--- config.mk ---
export PLATFORM = sky130hd
export DESIGN_NAME = nms_ram
export DESIGN_NICKNAME = d
export VERILOG_FILES = /design/src/sv/non_maximum_suppression_defines.svh /design/src/sv/nms_ram.sv
export SDC_FILE = /design/constraint.sdc
export NUM_CORES = 1
export LEC_CHECK = 0
export ABC_AREA = 1
export BUFFER_PORTS_ARGS = -buffer_cell sky130_fd_sc_hd__buf_2
export CAP_MARGIN = 10
export CORE_ASPECT_RATIO = 0.6
export CORE_MARGIN = 8
export CORE_UTILIZATION = 66
export CTS_CLUSTER_SIZE = 28
export DETAILED_ROUTE_END_ITERATION = 10
export HOLD_SLACK_MARGIN = 0.03
export PLACE_DENSITY = 0.85
export RECOVER_POWER = 100
export SYNTH_ARGS = -nofsm -noshare
export SYNTH_HDL_FRONTEND = slang
export SYNTH_SLANG_ARGS = --single-unit
export TNS_END_PERCENT = 10
--- constraint.sdc ---
create_clock -name clk -period 2.6 [get_ports clk]
set_clock_uncertainty 0.15 [all_clocks]
set_input_delay 0.39 -clock clk [delete_from_list [all_inputs] [get_ports clk]]
set_output_delay 0.39 -clock clk [all_outputs]
set_load 0.005 [all_outputs]
--- src/sv/non_maximum_suppression_defines.svh ---
// Assertion macros shared by the non-maximum suppression RTL.
`ifndef NON_MAXIMUM_SUPPRESSION_DEFINES_SVH
`define NON_MAXIMUM_SUPPRESSION_DEFINES_SVH

// Same-cycle implication, checked on every rising edge outside reset.
`define NMS_ASSERT_IMPL(name, ante, cons, msg) \
  name: assert property (@(posedge clk) disable iff (rst) (ante) |-> (cons)) \
    else $error(msg);

// Next-cycle implication, checked on every rising edge outside reset.
`define NMS_ASSERT_NEXT(name, ante, cons, msg) \
  name: assert property (@(posedge clk) disable iff (rst) (ante) |=> (cons)) \
    else $error(msg);

`endif

--- src/sv/nms_ram.sv ---
// Generic simple dual-port RAM, one write and one registered read port.
module nms_ram #(
  parameter int DATA_W = 8,
  parameter int DEPTH  = 16
) (
  input  logic                     clk,
  input  logic                     wr_en,
  input  logic [$clog2(DEPTH)-1:0] wr_addr,
  input  logic [DATA_W-1:0]        wr_data,
  input  logic                     rd_en,
  input  logic [$clog2(DEPTH)-1:0] rd_addr,
  output logic [DATA_W-1:0]        rd_data
);

  logic [DATA_W-1:0] mem [DEPTH];

  // read returns the old word on a same-address write
  always_ff @(posedge clk) begin
    if (wr_en) mem[wr_addr] <= wr_data;
    if (rd_en) rd_data <= mem[rd_addr];
  end

endmodule

==> After elaboration in Yosys (flattened, before gate mapping) <==
Memories as Yosys holds them, arrays and structs flattened. A register that Yosys moved wholly into a read port is not among the register bits.
Index checks and enable logic that the tools add are counted.
{ "classes": {"n_mux": 2} }
{ "op_table": {"columns": ["op", "count"], "rows": [
  ["$mux 1", 2]
]} }
{ "word_totals": {"mem_count": 1, "output_inout_bits": 8, "elab_cells": 3, "ramBits": 128, "input_bits": 19, "ff_bits": 0} }
{ "mem_list": {"columns": ["name", "words", "word_bits", "read_ports", "rd_clocked_by_memory_dff", "wr", "line", "rtl"], "rows": [
  ["mem", 16, 8, 1, 1, 1, "nms_ram.sv:15", "logic [DATA_W-1:0] mem [DEPTH];"]
]} }

==> Depth between registers and ports, before layout <==
{ "depth": {"ltp_word": 2, "ltp_mapped": 8, "depth_no_buf": 7} }

==> Worst setup path after synthesis <==
OpenSTA, ideal clock, no wires.
{ "synth_timing": {"path_kind": "in2reg", "start": "input port wr_addr[2]", "end": "memory mem[10][0], enable pin", "arrival_ns": 0.971, "n_path_buf": 0, "setup_slack_ns": 1.109, "setup_time_ns": 0.370, "cell_stages": 2, "required_ns": 2.080, "path_cell_list": "nand3b_1 nor2_1"} }
{ "synth_rtl": {"columns": ["element", "line", "rtl"], "rows": [
  ["start: declaration", "nms_ram.sv:8", "input logic [$clog2(DEPTH)-1:0] wr_addr,"],
  ["end: declaration", "nms_ram.sv:15", null]
]} }
No word-level cell before the write port.

==> impl_metrics.py <==
metrics = {
    "timing": {
        "setup_viol": 0,
        "fmax_mhz": 503,
        "drv_slew": 0,
        "hold_viol": 0,
        "post-route-min-period_ns": 1.99,
        "fin_crit_sh_pct": 76.4,
        "rsz0062_at_grt": "false",
        "fin_tns_setup_ns": 0,
        "worst_slew_pin_slew_ns": 0.970,
        "relSlewSlack_pct": 35.4,
    },
    "global_route": {
        "grtUsageTotal_pct": 24.3,
        "grt_pass1_wl_um": 21400,
        "grt_pass1_vias": 3887,
        "grt_antenna_before_repair": 0,
        "grt_max_degree": 40,
        "grt-ovfl-total": 0,
    },
    "cells_and_area": {
        "drive_gt1_share_pct": 7.01,
        "fin_nets": 605,
        "nFillCells": 537,
        "instances_no_fill": 711,
        "multi_input_area_mm2": 0.00121,
        "final_core_util_pct": 77.3,
        "regArea_mm2": 0.00408,
        "antenna_cells": 0,
        "area_growth_pct": 13.2,
    },
    "worst_hold_path": {
        "hold_class": "input pin to flip-flop",
    },
    "setup_path": {
        "reg2reg_depth": 6,
        "worstSetupPathType": "input pin to flip-flop",
        "r2r_end": "rd_data[4]$_DFFE_PP_",
        "path_max_fanout": 33,
        "cp-end-kind": "flip-flop",
        "arrival_ns": 2.00,
        "crit_end": "rd_data[5]$_DFFE_PP_",
        "start_kind": "input pin",
        "timing.rr.start": "mem[3][4]$_DFFE_PP_",
        "critPathLaunch": "rd_addr[1]",
        "required_ns": 2.61,
        "rrSetupSlack_ns": 1.27,
    },
    "routing": {
        "antenna_left": 0,
        "drt-initial-drc-count": 561,
        "viasPerCell": 5.66,
        "vias": 4025,
        "wl_um": 13800,
        "drc_errors": 0,
        "wl_per_cell_um": 19.4,
        "firstDrtPassIters": 5,
    },
    "floorplan": {
        "io_pins": 27,
        "initial_core_util_pct": 68.3,
        "die_width_um": 138,
        "die_area_mm2": 0.0122,
        "dieHeight_um": 88.9,
        "coreArea_mm2": 0.00856,
        "row_count": 26,
    },
    "cts": {
        "worstSkewPairLatency_ns": 0.42,
        "post_cts_resized": 0,
        "cts_max_level": 4,
        "cts_tree": "built",
        "numCtsBuffers": 17,
        "clock-sinks": 136,
        "cts-root-buf": "clkbuf_16",
        "postCtsSetupRepairBufs": 0,
        "clkTransAtPathRegs_ns": 0.06,
        "holdBufCountCts": 0,
        "clk_path_buf_depth": 2,
    },
    "synthesis": {
        "yosysUniqueCellTypes": 11,
        "synth-seq-cells": 136,
        "synth_nets": 570,
        "ys_seq_area_share_pct": 69.8,
        "syn_area_mm2": 0.00585,
        "syn_area_per_cell_um2": 10.6,
        "yosys_warnings": 0,
        "syn_inst": 551,
    },
    "placed_design": {
        "dp.cells": 679,
        "place_hpwl_um": 8500,
        "portBuffers": 26,
        "gp_congestion": 0.907,
    },
    "power": {
        "max-vdd-ir-drop_v": 0.000685,
        "powerDensity_mw_per_mm2": 790,
        "p_total_mw": 5.23,
        "p_leak_nw": 2.80,
    },
    "status": {
        "outcome": "finished clean",
    },
    "flow_run": {
        "max_cap_viol_count": 0,
    },
}
==> through the flow <==
stage,setup WS [ns],area (µm²),hold slack [ns]
after global placement,0.348,6070,0.585
after global routing,0.515,6620,0.281
after detailed placement,0.323,6070,0.599
after CTS,0.721,6680,0.179
after floorplan,1.11,5850,0.339
final,0.613,6620,0.277
==> cells in the final DEF, fill, tap and decap left out, types with 2 or more instances in the layout <==
cell	n
inv_1	100
buf_2	6
clkinv_2	3
nand2_1	173
inv_2	2
clkbuf_1	29
clkinvlp_4	4
nor2_1	17
bufinv_16	4
clkinv_1	2
edfxtp_1	136
nand3_1	97
clkbuf_16	17
buf_4	3
nand3b_1	2
==> where the power goes <==
group | switching (mW) | internal, mW
Clock | 0.860 | 1.59
Sequential | 0.0151 | 2.47
Combinational | 0.216 | 0.0746
==> routing by layer <==
metal | GRT usage, % | vias to the layer above | routed length [µm]
met5 | 0 | - | 0
met4 | 10.1 | 0 | 230
met3 | 8.36 | 19 | 1910
met2 | 35.4 | 268 | 6060
met1 | 32.8 | 1888 | 5560
li1 | - | 1850 | -
==> cell families (layout without fill, tap and decap cells) <==
kind of cell,after synthesis,after routing,synth area share (%)
flops,136,136,69.8
simple gates,289,289,20.8
buf+inv,126,174,9.39
==> flip-flops by register name, indices dropped and copies added, names as in the netlist <==
register,count
rd_data,8
mem,128
==> synthesized netlist by cell type <==
cell type / number / share of area [%]
inv_1: 100 / 6.4
inv_2: 2 / 0.13
nand3b_1: 2 / 0.26
edfxtp_1: 136 / 70
nor2_1: 17 / 1.1
buf_6: 6 / 1.2
buf_1: 1 / 0.064
buf_4: 4 / 0.51
nand2_1: 173 / 11
nand3_1: 97 / 8.3
buf_2: 13 / 1.1
==> area by class of cell <==
class | count | area share, %
multi-input combinational | 289 | 18.3
clock inverter | 14 | 2.74
timing repair buffer | 40 | 2.82
tap | 112 | 2.12
sequential | 136 | 61.7
inverter | 102 | 5.79
clock buffer | 18 | 6.49
==> worst min-delay path by stage <==
stage / start / endpoint / slack, ns / depth (start not counted)
floorplan: wr_data[0] / mem[0][0]$_DFFE_PP_ / 0.34 / 0
global placement: mem[14][4]$_DFFE_PP_ / rd_data[4]$_DFFE_PP_ / 0.58 / 6
detailed placement: mem[15][4]$_DFFE_PP_ / rd_data[4]$_DFFE_PP_ / 0.60 / 6
CTS: rd_en / rd_data[7]$_DFFE_PP_ / 0.18 / 1
global route: rd_addr[3] / rd_data[4]$_DFFE_PP_ / 0.28 / 3
finish: rd_addr[3] / rd_data[4]$_DFFE_PP_ / 0.28 / 3
==> worst max-delay path: stages <==
cell,delay [ns]
clkbuf_2,0.57
inv_2,0.48
nand3_1,0.24
nand3_1,0.12
nand3_1,0.11
nand2_1,0.06
Power figures use the tool's default switching activity.
