<file path="src/sv/non_maximum_suppression_defines.svh">
// Assertion macros shared by the non-maximum suppression RTL.
`ifndef NON_MAXIMUM_SUPPRESSION_DEFINES_SVH
`define NON_MAXIMUM_SUPPRESSION_DEFINES_SVH

// Same-cycle implication, checked on every rising edge outside reset.
`define NMS_ASSERT_IMPL(name, ante, cons, msg) \
  name: assert property (@(posedge clk) disable iff (rst) (ante) |-> (cons)) \
    else $error(msg);

// Next-cycle implication, checked on every rising edge outside reset.
`define NMS_ASSERT_NEXT(name, ante, cons, msg) \
  name: assert property (@(posedge clk) disable iff (rst) (ante) |=> (cons)) \
    else $error(msg);

`endif

</file>
<file path="src/sv/nms_pkg.sv">
// Shared types, constants and the direction binning function.
package nms_pkg;

  localparam int MAX_WIDTH_DEF  = 1024;
  localparam int MAX_HEIGHT_DEF = 4096;

  localparam int FRAME_WIDTH_W  = 11;
  localparam int FRAME_HEIGHT_W = 13;
  localparam int CFG_DATA_W     = 13;
  localparam int FRAME_WIDTH_RESET  = 1024;
  localparam int FRAME_HEIGHT_RESET = 1024;

  localparam int MAG_W      = 16;
  localparam int PHASE_W    = 15;
  localparam int BIN_W      = 2;
  localparam int S_TDATA_W  = 32;
  localparam int M_TDATA_W  = 24;

  // Q3.12 angle constants: pi and the bin bounds pi/8, 3pi/8, 5pi/8, 7pi/8
  localparam logic signed [PHASE_W:0] PI_Q12  = 16'sd12868;
  localparam logic signed [PHASE_W:0] BOUND_1 = 16'sd1608;
  localparam logic signed [PHASE_W:0] BOUND_2 = 16'sd4825;
  localparam logic signed [PHASE_W:0] BOUND_3 = 16'sd8042;
  localparam logic signed [PHASE_W:0] BOUND_4 = 16'sd11259;

  typedef enum logic [0:0] {
    CFG_FRAME_WIDTH  = 1'b0,
    CFG_FRAME_HEIGHT = 1'b1
  } cfg_reg_t;

  typedef enum logic [BIN_W-1:0] {
    DIR_HORIZONTAL      = 2'd0,
    DIR_DIAG_DOWN_RIGHT = 2'd1,
    DIR_VERTICAL        = 2'd2,
    DIR_DIAG_DOWN_LEFT  = 2'd3
  } dir_t;

  typedef logic [MAG_W-1:0] mag_t;

  // One window column: [0] upper row, [1] centre row, [2] lower row
  typedef logic [2:0][MAG_W-1:0] column_t;

  // Line buffer word: both magnitude rows and the centre row phase
  typedef struct packed {
    mag_t               upper;
    mag_t               centre;
    logic [PHASE_W-1:0] phase;
  } line_word_t;

  localparam int LINE_WORD_W = $bits(line_word_t);

  // Fold negative angles by pi, then bin against the four bounds
  function automatic dir_t bin_of(input logic [PHASE_W-1:0] ph);
    logic signed [PHASE_W:0] t;
    dir_t d;
    t = signed'({ph[PHASE_W-1], ph});
    if (t < 0) t = t + PI_Q12;
    priority if (t <= BOUND_1) d = DIR_HORIZONTAL;
    else if (t <= BOUND_2)     d = DIR_DIAG_DOWN_RIGHT;
    else if (t <= BOUND_3)     d = DIR_VERTICAL;
    else if (t <= BOUND_4)     d = DIR_DIAG_DOWN_LEFT;
    else                       d = DIR_HORIZONTAL;
    return d;
  endfunction

endpackage

</file>
<file path="src/sv/nms_cell.sv">
// Window cell: one 3-pixel column register, loaded from its neighbor.
module nms_cell (
  input  logic             clk,
  input  logic             rst,
  input  logic             shift,
  input  nms_pkg::column_t col_in,
  output nms_pkg::column_t col_out
);

  always_ff @(posedge clk) begin
    if (rst) begin
      col_out <= '0;
    end else if (shift) begin
      col_out <= col_in;
    end
  end

endmodule

</file>
<file path="config.mk">
export PLATFORM = sky130hd
export DESIGN_NAME = nms_cell
export DESIGN_NICKNAME = d
export VERILOG_FILES = /design/src/sv/non_maximum_suppression_defines.svh /design/src/sv/nms_pkg.sv /design/src/sv/nms_cell.sv
export SDC_FILE = /design/constraint.sdc
export NUM_CORES = 1
export LEC_CHECK = 0
export BUFFER_PORTS_ARGS = -buffer_cell sky130_fd_sc_hd__buf_2
export CAP_MARGIN = 20
export CORE_ASPECT_RATIO = 0.7
export CORE_MARGIN = 1
export CORE_UTILIZATION = 46
export CTS_BUF_LIST = sky130_fd_sc_hd__clkbuf_4 sky130_fd_sc_hd__clkbuf_8 sky130_fd_sc_hd__clkbuf_16
export CTS_CLUSTER_DIAMETER = 120
export DETAILED_ROUTE_END_ITERATION = 7
export GPL_ROUTABILITY_DRIVEN = 0
export HOLD_SLACK_MARGIN = 0.08
export PLACE_DENSITY = 0.84
export SYNTH_ARGS = -nofsm -noshare
export SYNTH_HDL_FRONTEND = slang
export SYNTH_SLANG_ARGS = --single-unit
</file>
<file path="constraint.sdc">
create_clock -name clk -period 2.4 [get_ports clk]
set_input_delay 0.48 -clock clk [delete_from_list [all_inputs] [get_ports clk]]
set_output_delay 0.48 -clock clk [all_outputs]
set_load 0.02 [all_outputs]
</file>
Word-level counts from Yosys, hierarchy flattened
Cells that the tools add are included.
{"block": "word_totals", "reg_bits": 48, "latch_bits": 0, "ramBits": 0, "romBits": 0, "input_bits": 51, "output_inout_bits": 48, "memories": 0}
{"block": "classes", "n_addsub": 0, "mul": 0, "div_mod_pow": 0, "order_cmp": 0, "eq_ne": 0, "shifts": 0, "n_mux": 0, "bitwise": 0, "n_reduce_logical": 0}

Longest topological paths before layout
Gate-level depths: netlist of the first run.
{"block": "logic_depth", "word_depth": 0, "mapped_depth": 5}

Worst setup path after synthesis of the first run
Ideal clock, no wire load.
{"block": "synth_path", "path_kind": "input -> register", "start": "input port shift", "end": "register col_out[0] (netlist bit)", "setup_ps": 117, "t_arrival_ps": 1038, "t_required_ps": 2283, "path_slack_ps": 1244, "path_stages": 5, "path_buffers": 3, "path_cell_list": "buf_6 > buf_12 > buf_12 > mux2i_1 > nor2_1"}
{"item": "start, declared", "line_no": "nms_cell.sv:5", "text": "input logic shift,"}
{"item": "end signal, assigned", "line_no": "nms_cell.sv:14", "text": "col_out <= col_in;"}
{"item": "end, declared", "line_no": "nms_cell.sv:7", "text": "output nms_pkg::column_t col_out"}

Worst setup path after layout of the first run
{"block": "layout_path", "start": "register col_out[15] (netlist bit)", "end": "output port col_out[15] (netlist bit)"}
No word-level cell between the ends.

==> results.json, run 1 <==
{
  "synthAdderAreaFrac_pct": 0,
  "coreArea_sq_mm": 0.00356,
  "min_from": "col_in[40]",
  "cpPeakStageDelay_ps": 350,
  "routed_wl_um": 3410,
  "fin_util_pct": 64.4,
  "synth_top_family_by_area": "multiplexers",
  "synthMuxAreaShare_pct": 27.8,
  "die-area_sq_mm": 0.00401,
  "dpl.hpwl_um": 2410,
  "largest_reg_flops": 48,
  "hold_violations": 0,
  "placedCellCount": 293,
  "final_max_slew_viol_count": 0,
  "hp-class": "input pin to register",
  "ant_nets": 0,
  "cts_resized": 0,
  "ios": 99,
  "synth_xor_area_share_pct": 0,
  "peakVddDrop_mv": 0.417,
  "die_y_um": 53.3,
  "synth_cell_types": 8,
  "relSlewSlack_pct": 45.6,
  "grt_usage_pct": 16.5,
  "crit_fanout": 2,
  "cts.hold.buffers_added": 0,
  "syn_inst": 155,
  "drtIter0Drc": 63,
  "antenna_found_initial": 0,
  "synthSimpleGateAreaFrac_pct": 10.4,
  "setup_viol": 0,
  "reg2reg_from": "col_out[4]",
  "die_x_um": 75.3,
  "routed_via_density": 4.50,
  "crit_path_start_kind": "register",
  "slowest_stage": "dfxtp_1",
  "startpoint": "col_out[15]",
  "cts_tree": "built",
  "cts_sinks": 48,
  "drc": 0,
  "path_clk_slew_ps": 80,
  "p_leak_nw": 1.27,
  "top_regs": "col_out: 48 flops",
  "grt_first_pass_wirelength_um": 4870,
  "synth_area_sq_mm": 0.00173,
  "num_vias": 1355,
  "grt_pass1_vias": 1097,
  "first_pass_iters": 4,
  "port_buffers": 98,
  "wl_per_cell_um": 11.3,
  "grt.overflow.total": 0,
  "seq_area_frac_synth_pct": 55.6,
  "total_power_w": 0.00161,
  "antennaDiodeCount": 0,
  "fmax_mhz": 780,
  "cap_violations": 0,
  "yosys_warnings": 0,
  "htreeDepth": 2,
  "syn_avg_cell_area_sq_um": 11.2,
  "tightest_slew_ps": 816,
  "status": "completed",
  "end_kind": "output port",
  "clock_latency_ps": 280,
  "arrival_ps": 800,
  "root_buffer": "clkbuf_8",
  "rsz0062_at_grt": "false",
  "post_cts_buffers": 0,
  "cp.buffers_inverters": 1,
  "fin_setup_tns_ps": 0,
  "grt_max_degree": 49,
  "numCtsBuffers": 5,
  "final_cells": 301,
  "clock_skew_ps": 0,
  "powerDensity_mw_per_mm2": 703,
  "syn_nets": 206,
  "crit_chain": "buf_2",
  "final.period_utilization_pct": 53.4,
  "start_util_pct": 48.6,
  "largest_register": "col_out",
  "drive_above_1_share_pct": 42.6,
  "cpLargestDelayFamily": "flip-flops",
  "required_ps": 1920,
  "row_count": 18,
  "crit_type": "register to output port",
  "period_minus_slack_ps": 1280,
  "area_growth_pct": 32.6,
  "clockBufferDepth": 2,
  "synth_compound_area_share_pct": 0,
  "yosys_register_bits": 48,
  "nNetsFinal": 301
}
==> kinds of logic (layout without fill, tap and decap cells) <==
group / after synthesis / after routing
multiplexers: 48 / 48
flip-flops: 48 / 48
AND/OR/NAND/NOR: 48 / 48
buffers and inverters: 11 / 107
==> synth_stat cells (all sizes together) <==
library cell,count,area (sq um)
mux2i,48,480
dfxtp,48,961
clkbuf,3,11.3
nor2,48,180
buf,8,96.3
==> power breakdown <==
| group | switching [W] | leakage, nW | total (W) | internal (W) |
|---|---|---|---|---|
| registers | 0.0000218 | 0.396 | 0.000865 | 0.000844 |
| logic | 0.000143 | 0.819 | 0.000252 | 0.000109 |
| clock network | 0.000237 | 0.0523 | 0.000495 | 0.000258 |
==> through the flow <==
step                instance area [sq um]  setup WS, ps  hold slack [ps]
finish                               2290          1120              428
global route                         2290          1080              420
CTS                                  2290          1100              420
detailed placement                   2190           956              477
global placement                     2190          1020              467
floorplan                            1730          1240              583
==> path summary, 6_finish.rpt <==
path / end / slack (ps) / cells after the start
hold / removal: col_out[40] / 430 / 3
setup / recovery: col_out[15] / 1120 / 1
hold reg to reg: col_out[5] / 490 / 2
setup reg to reg: col_out[4] / 1750 / 2
==> layout by cell type (no fill, tap or decap) <==
cell type  synthesis  routed
dfxtp_1           48      48
nor2_1            48      48
clkbuf_8           0       6
mux2i_1           48      48
buf_2              2      98
buf_12             3       1
clkbuf_4           0       2
==> per-layer routing <==
metal  wire length [um]  track usage, %  vias to the layer above  part of all wire (%)
li1                   -               -                      696                     -
met1               1580            20.4                      618                    46
met2               1660            27.2                       39                    49
met3                162            5.14                        2                   4.8
met4                 10            5.56                        0                  0.29
met5                  0               0                        -                     0
==> cell type report <==
class	instances	area [sq um]
clock buffers	8	97.6
fillers	328	1270
multi-input cells	96	661
flip-flops and latches	48	961
well taps	50	62.6
repair buffers	99	510
(Power assumes the default switching activity.)
==> inputs of run 2 (changes only) <==
--- a/config.mk
+++ b/config.mk
@@ -5,17 +5,18 @@
 export SDC_FILE = /design/constraint.sdc
 export NUM_CORES = 1
 export LEC_CHECK = 0
+export ABC_AREA = 1
 export BUFFER_PORTS_ARGS = -buffer_cell sky130_fd_sc_hd__buf_2
 export CAP_MARGIN = 20
 export CORE_ASPECT_RATIO = 0.7
 export CORE_MARGIN = 1
-export CORE_UTILIZATION = 46
+export CORE_UTILIZATION = 41
 export CTS_BUF_LIST = sky130_fd_sc_hd__clkbuf_4 sky130_fd_sc_hd__clkbuf_8 sky130_fd_sc_hd__clkbuf_16
 export CTS_CLUSTER_DIAMETER = 120
 export DETAILED_ROUTE_END_ITERATION = 7
 export GPL_ROUTABILITY_DRIVEN = 0
 export HOLD_SLACK_MARGIN = 0.08
-export PLACE_DENSITY = 0.84
+export PLACE_DENSITY = 0.77
 export SYNTH_ARGS = -nofsm -noshare
 export SYNTH_HDL_FRONTEND = slang
 export SYNTH_SLANG_ARGS = --single-unit
==> constraint.sdc (replaced) <==
create_clock -name clk -period 1.1 [get_ports clk]
set_input_delay 0.22 -clock clk [delete_from_list [all_inputs] [get_ports clk]]
set_output_delay 0.22 -clock clk [all_outputs]
set_load 0.02 [all_outputs]
==> results.json, run 2 <==
{
  "nNetsFinal": 449,
  "antennaDiodeCount": 0,
  "die_x_um": 85.0,
  "design_area_sq_mm": 0.00260,
  "seq_area_frac_synth_pct": 48.6,
  "die_y_um": 60.1,
  "largest_register": "col_out",
  "rsz0062_at_grt": "false",
  "setup_viol": 0,
  "area_growth_pct": 31.6,
  "timing.hold.ws_ps": 209,
  "cts.hold.buffers_added": 0,
  "hp-class": "input pin to register",
  "cts_sinks": 48,
  "synth_ff_type": "dfxtp_1",
  "cp.buffers_inverters": 1,
  "first_pass_iters": 4,
  "swShare_pct": 27.1,
  "required_ps": 880,
  "crit_type": "register to output port",
  "syn_nets": 356,
  "p_seq_share_pct": 51.9,
  "p_clk_share_pct": 29.5,
  "clockBufferDepth": 2,
  "fmax_mhz": 972,
  "yosys_register_bits": 48,
  "start_util_pct": 44.1,
  "grt_pass1_vias": 1678,
  "ff2ff_setup_slack_ps": 530,
  "status": "completed",
  "min_from": "col_in[19]",
  "final_cells": 454,
  "reg2reg_from": "col_out[34]",
  "arrival_ps": 810,
  "htreeDepth": 2,
  "synth_top_area_share_pct": 48.6,
  "cpLargestDelayFamily": "flip-flops",
  "fin_setup_tns_ps": 0,
  "synth_area_leaders": "dfxtp_1 (49%), nand2_1 (18%), nor2_1 (18%)",
  "syn_avg_cell_area_sq_um": 6.48,
  "die-area_sq_mm": 0.00511,
  "synth_edf_count": 0,
  "path_clk_slew_ps": 80,
  "coreArea_sq_mm": 0.00448,
  "synth_area_sq_mm": 0.00198,
  "crit_fanout": 2,
  "cap_violations": 0,
  "grt_first_pass_wirelength_um": 6710,
  "final_common_cell": "buf_2",
  "placedCellCount": 446,
  "final_max_slew_viol_count": 0,
  "routed_via_density": 4.16,
  "ios": 99,
  "drc": 0,
  "clock_skew_ps": 0,
  "p_int_w": 0.00269,
  "yosys_warnings": 0,
  "clock_latency_ps": 290,
  "drive_above_1_share_pct": 27.6,
  "synth-async-reset-ratio_pct": 0,
  "dpl.hpwl_um": 2900,
  "root_buffer": "clkbuf_8",
  "end_kind": "output port",
  "fill_cells": 457,
  "power_frac_comb_pct": 18.6,
  "antenna_found_initial": 0,
  "num_vias": 1888,
  "regArea_sq_um": 961,
  "cts_resized": 0,
  "post_cts_buffers": 0,
  "multi_input_area_sq_um": 721,
  "cpPeakStageDelay_ps": 350,
  "period_minus_slack_ps": 1030,
  "cts_tree": "built",
  "numCtsBuffers": 5,
  "synth_commonest_cells": "nand2_1 (96), nor2_1 (96), inv_1 (49), dfxtp_1 (48), buf_2 (8)",
  "syn_inst": 305,
  "p_sw_w": 0.00100,
  "tightest_slew_ps": 247,
  "dpl_cell_area_sq_mm": 0.00250,
  "synth_top_cell_by_area": "dfxtp_1",
  "powerDensity_mw_per_mm2": 1420,
  "p_leak_nw": 1.62,
  "peakVddDrop_mv": 0.752,
  "top_regs": "col_out: 48 flops",
  "port_buffers": 98,
  "row_count": 20,
  "hold_violations": 0,
  "ant_nets": 0,
  "crit_path_start_kind": "register",
  "startpoint": "col_out[27]",
  "grt_usage_pct": 16.9,
  "drtIter0Drc": 48,
  "largest_reg_flops": 48,
  "grt_max_degree": 65,
  "layout_common_cells": "buf_2 (98), nor2_1 (96), nand2_1 (96)",
  "relSlewSlack_pct": 83.5,
  "slowest_stage": "dfxtp_1",
  "grt.overflow.total": 0,
  "wl_per_cell_um": 8.85,
  "routed_wl_um": 4020,
  "final.period_utilization_pct": 93.5,
  "synth_cell_types": 8,
  "crit_chain": "buf_2"
}
## run 2: cell count changes after synthesis, sizes merged
cell / change
buf: +6
clkbuf: -1
mux2i: -48
nand2: +96
nor2: +48
inv: +49
## run 2: worst paths after layout
check / endpoint / cells after the start
max: col_out[27] / 1
min: col_out[19] / 5
max reg2reg: col_out[34] / 2
min reg2reg: col_out[38] / 2
## run 2: stage by stage
stage / utilization [%] / total power [W] / setup WS [ps]
finish: 58.1 / 0.00370 / 71.4
global route: 58.1 / 0.00391 / 25.3
CTS: 58.1 / 0.00375 / 55.9
detailed placement: 55.9 / 0.00265 / 161
global placement: 55.9 / 0.00264 / 182
floorplan: - / 0.00240 / 250
## run 2: final cells by class
class	instances	area share (%)
inverter	49	7.07
clock buffer	8	3.75
sequential	48	36.9
multi-input combinational	192	27.7
tap	55	2.64
timing repair buffer	102	21.9
## run 2: kinds of logic (layout without fill, tap and decap cells)
family / Yosys count / in the layout / synth area share [%]
flip-flops: 48 / 48 / 48.6
buffers and inverters: 65 / 159 / 14.9
AND/OR/NAND/NOR: 192 / 192 / 36.5
## run 2: worst register-to-register path, cell delays in order, from the launching register on
cell	delay (ps)
dfxtp_1	310
nor2_1	100
nor2_1	60
## run 2: power by group through the flow
stage	combinational (W)	clock (W)	sequential [W]
floorplan	0.000292	0	0.00211
global placement	0.000682	0	0.00195
detailed placement	0.000696	0	0.00196
CTS	0.000698	0.00114	0.00192
global route	0.000778	0.00121	0.00193
finish	0.000689	0.00109	0.00192
## run 2: per-layer routing
metal / GRT usage, % / wire length [um] / vias to the layer above
met5: 0 / 0 / -
li1: - / - / 1038
met1: 18.1 / 1880 / 782
met4: 5.81 / 8 / 0
met3: 6.22 / 344 / 2
met2: 31.3 / 1790 / 66
